## src/design/ios_pkg.sv

```systemverilog
// Package: shared types and state codes for interval overlap suppression.
`default_nettype none
package ios_pkg;

	localparam int IDX_W = 6;

	typedef struct packed {
		logic [31:0] weight;
		logic [15:0] support;
		logic [31:0] length;
		logic [31:0] start;
		logic [31:0] stop;
		logic        forward;
	} region_t;

	typedef enum logic [3:0] {
		ST_LOAD,
		ST_BRD,
		ST_BLAT,
		ST_ARUN,
		ST_BEND,
		ST_SCAN,
		ST_EORD,
		ST_ERD,
		ST_EOUT
	} state_t;

	typedef struct packed {
		logic load;
		logic rd_b;
		logic cap_b;
		logic acc;
		logic b_end;
		logic scan;
		logic rd_ord;
		logic fill_out;
		logic emit;
	} cmd_t;

	typedef struct packed {
		logic in_fire;
		logic in_last;
		logic a_done;
		logic b_last;
		logic slot_valid;
		logic out_fire;
		logic out_last;
	} status_t;

endpackage
`default_nettype wire

```

## src/design/ios_ctrl.sv

```systemverilog
// Controller: sequences load, pairwise rank/overlap pass and emission.
`default_nettype none
module ios_ctrl (
	input  wire logic            clk,
	input  wire logic            arst_n,
	input  wire ios_pkg::status_t st,
	output ios_pkg::cmd_t        cmd
);
	ios_pkg::state_t state_q, state_d;

	always_ff @(posedge clk or negedge arst_n) begin
		if (!arst_n) begin
			state_q <= ios_pkg::ST_LOAD;
		end else begin
			state_q <= state_d;
		end
	end

	always_comb begin
		state_d = state_q;
		case (state_q)
			ios_pkg::ST_LOAD: if (st.in_fire && st.in_last) state_d = ios_pkg::ST_BRD;
			ios_pkg::ST_BRD:  state_d = ios_pkg::ST_BLAT;
			ios_pkg::ST_BLAT: state_d = ios_pkg::ST_ARUN;
			ios_pkg::ST_ARUN: if (st.a_done) state_d = ios_pkg::ST_BEND;
			ios_pkg::ST_BEND: state_d = st.b_last ? ios_pkg::ST_SCAN : ios_pkg::ST_BRD;
			ios_pkg::ST_SCAN: if (st.slot_valid) state_d = ios_pkg::ST_EORD;
			ios_pkg::ST_EORD: state_d = ios_pkg::ST_ERD;
			ios_pkg::ST_ERD:  state_d = ios_pkg::ST_EOUT;
			ios_pkg::ST_EOUT: begin
				if (st.out_fire) begin
					state_d = st.out_last ? ios_pkg::ST_LOAD : ios_pkg::ST_SCAN;
				end
			end
			default: state_d = ios_pkg::ST_LOAD;
		endcase
	end

	always_comb begin
		cmd = '0;
		case (state_q)
			ios_pkg::ST_LOAD: cmd.load = 1'b1;
			ios_pkg::ST_BRD:  cmd.rd_b = 1'b1;
			ios_pkg::ST_BLAT: cmd.cap_b = 1'b1;
			ios_pkg::ST_ARUN: cmd.acc = 1'b1;
			ios_pkg::ST_BEND: cmd.b_end = 1'b1;
			ios_pkg::ST_SCAN: cmd.scan = 1'b1;
			ios_pkg::ST_EORD: cmd.rd_ord = 1'b1;
			ios_pkg::ST_ERD:  cmd.fill_out = 1'b1;
			ios_pkg::ST_EOUT: cmd.emit = 1'b1;
			default: cmd = '0;
		endcase
	end
endmodule
`default_nettype wire

```

## config.mk

```make
export PLATFORM = sky130hd
export DESIGN_NAME = ios_ctrl
export DESIGN_NICKNAME = d
export VERILOG_FILES = /design/src/design/ios_pkg.sv /design/src/design/ios_ctrl.sv
export SDC_FILE = /design/constraint.sdc
export NUM_CORES = 1
export LEC_CHECK = 0
export BUFFER_PORTS_ARGS = -buffer_cell sky130_fd_sc_hd__buf_4
export CAP_MARGIN = 20
export CORE_AREA = 2 2 39 41
export DETAILED_ROUTE_END_ITERATION = 8
export DIE_AREA = 0 0 41 43
export PLACE_DENSITY = 0.56
export SYNTH_ARGS = -nofsm -noshare
export SYNTH_HDL_FRONTEND = slang
export SYNTH_SLANG_ARGS = --single-unit
```

## constraint.sdc

```tcl
create_clock -name clk -period 1.55 [get_ports clk]
set_input_delay 0.2325 -clock clk [delete_from_list [all_inputs] [get_ports clk]]
set_output_delay 0.2325 -clock clk [all_outputs]
set_load 0.005 [all_outputs]
```

==> metrics <==
antenna cells 0; clock slew at reported path FFs about 40 ps; WP data arrival 1380 ps; total grt overflow 0; initial antenna violation count 0; RSZ-0062 raised after global routing true; Tcrit/Tclk final 104%; Max Cap Viol 0; worst r2r dst state_q[0]; r2r startpoint state_q[0]; top cell type's share of synthesized area 29.6%; Yosys cell types 20; synthesis-to-finish area growth 108%; static leakage 0.331 nW; Crit Path Max Fanout 4; Final GP Congestion ~0.80; most frequent cells in the layout buf_4, nor2_1, nand2_1, clkbuf_4; final worst path period need about 1600 ps; Hold Path Class primary input to register; final hold slack 213 ps; register bank with the most flops state_q; CP endpoint kind output port; Pins Over Slew Limit 0; layout net count 88; Max Clock Skew approximately 9 ps; Cells after Synth 42; number of flip-flops in the largest register 4; final wirelength 1.23 mm; DRC 0; initial core utilization 24.4%; Hold Violations, Final 0; H-tree Lvls 1; met1 global-route usage 18.2%; Avg Synthesized Cell Area 8.04 µm²; area leader, netlist dfrtp_1; # IOs 18; PwrDens 2040 nW/µm²; drt initial violations 5; row cnt 14; CP required about 1300 ps; DP Worst Slack -55.8 ps; Sink Count 4; R2R depth 4; Core Box Area 1380 µm²; Synth Cell Area 338 µm²; Num CTS Buffers 3; post-detail-place hpwl 795 µm; gr busiest metal met2; FMAX between 600 and 700 MHz; clock root buffer clkbuf_4; drt wl/cell 13.2 µm; max_slew headroom 84.4%; Worst Path Class, Setup register to output port; worst-case vdd ir drop just under 0.001 V; GR Util met2 about a fifth; Least-Margin Pin Slew about 230 ps; vias in the first global route 430; Synth warnings 0; Hold EP state_q[3]; total track usage between 10% and 20%; Die Y-Extent 43 µm; Top Registers state_q (4); Die X 41 µm; FF-to-FF setup slack -50 ps; critical path launch point type register; via count between 400 and 500; first-pass GRT wire length about 1.8 mm; router iterations before antenna repair 4; layout cell share with drive strength beyond 1 67.5%; post-synthesis register bit count 4; Area contributors post-synth dfrtp_1, nor2_1, nand2b_1, nor3_1, o32a_1; PortBufs 17; CTS tree built; Clk Latency, worst-skew pair ~240 ps; Hold Path Stages 2; most common cell after layout, fill and taps aside buf_4; number of routed nets with antenna violations 0; hold path start st[1]; final setup margin -63.4 ps; failing checks negative setup slack; die area 1760 µm²; GRT met3 Usage approximately a tenth; status complete, but fails checks; maximum clock insertion buffer count 2; Via-to-Cell Ratio 4.86; syn_nets 51; final-report setup violation count 2; Seq/Total Area, Yosys 29.6%; largest net degree at the start of global routing 10
-- layer usage --
| layer | routed length [µm] | vias up |
|---|---|---|
| li1 | - | 222 |
| met1 | 474 | 214 |
| met2 | 653 | 14 |
| met3 | 86 | 2 |
| met4 | 18 | 0 |
| met5 | 0 | - |
-- critical path, cell delays in order, from the launching register on --
cell	delay (ps)
dfrtp_1	400
or3b_4	410
buf_6	130
nor2_2	80
buf_4	110
-- cell families (layout without fill, tap and decap cells) --
group / count (synthesis) / after routing / synth area share [%]
simple gates: 23 / 23 / 34.8
compound gates: 8 / 8 / 18.1
flops: 4 / 4 / 29.6
buf+inv: 4 / 39 / 8.15
mux: 2 / 2 / 6.67
xor+xnor: 1 / 1 / 2.59
-- synth_stat cells, drive strengths merged --
library cell,count
buf,3
o211ai,1
nand2,3
a21oi,2
xnor2,1
dfrtp,4
o32a,2
or3b,1
clkbuf,1
nand2b,4
mux2,2
or3,2
nor4,1
nor3,5
o32ai,1
o21ai,2
nor2,7
-- cell type report --
| cell class | count | area (µm²) |
|---|---|---|
| fillers | 126 | 682 |
| repair buffers | 36 | 280 |
| multi-input cells | 34 | 277 |
| flip-flops and latches | 4 | 103 |
| clock buffers | 3 | 22.5 |
| well taps | 16 | 20.0 |
-- through the flow --
| stage | area, µm² | total power (W) | std cells | TNS (ps) | util [%] |
|---|---|---|---|---|---|
| 3_3_place_gp | 563 | 0.00101 | 85 | -40.8 | 40.7 |
| 4_1_cts | 628 | 0.00124 | 90 | -194 | 45.4 |
| 3_5_place_dp | 563 | 0.00101 | 85 | -55.8 | 40.7 |
| 6_report | 702 | 0.00143 | 93 | -112 | 50.7 |
| 5_1_grt | 702 | 0.00154 | 93 | -393 | 50.7 |
| 2_1_floorplan | 338 | 0.000621 | 42 | -84.8 | - |
-- report_power, final --
part           internal, W  total (W)  leakage (nW)  switching (W)
logic             0.000624    0.00106         0.270       0.000440
clock network    0.0000869   0.000135        0.0138      0.0000480
registers         0.000160   0.000231        0.0473      0.0000717
-- worst max path at each step --
| stage | startpoint | end | slack [ps] | depth (start not counted) |
|---|---|---|---|---|
| after floorplan | state_q[1] | state_q[0] | -80 | 5 |
| after global placement | state_q[0] | state_q[0] | -40 | 4 |
| after detailed placement | state_q[1] | state_q[0] | -60 | 4 |
| after CTS | state_q[3] | cmd[8] | -70 | 4 |
| after global routing | state_q[0] | state_q[0] | -110 | 4 |
| final | state_q[0] | cmd[0] | -60 | 4 |
-- timing repair --
item,4_1_cts,5_1_grt
setup buffers,1,3
hold buffers,1,0
setup endpoints to repair,4,9
pin swaps,1,1
endpoints found under the hold margin,4,0
cloned,0,0
gates resized for setup,5,11
Note: power is estimated with default switching activity, not from simulation.
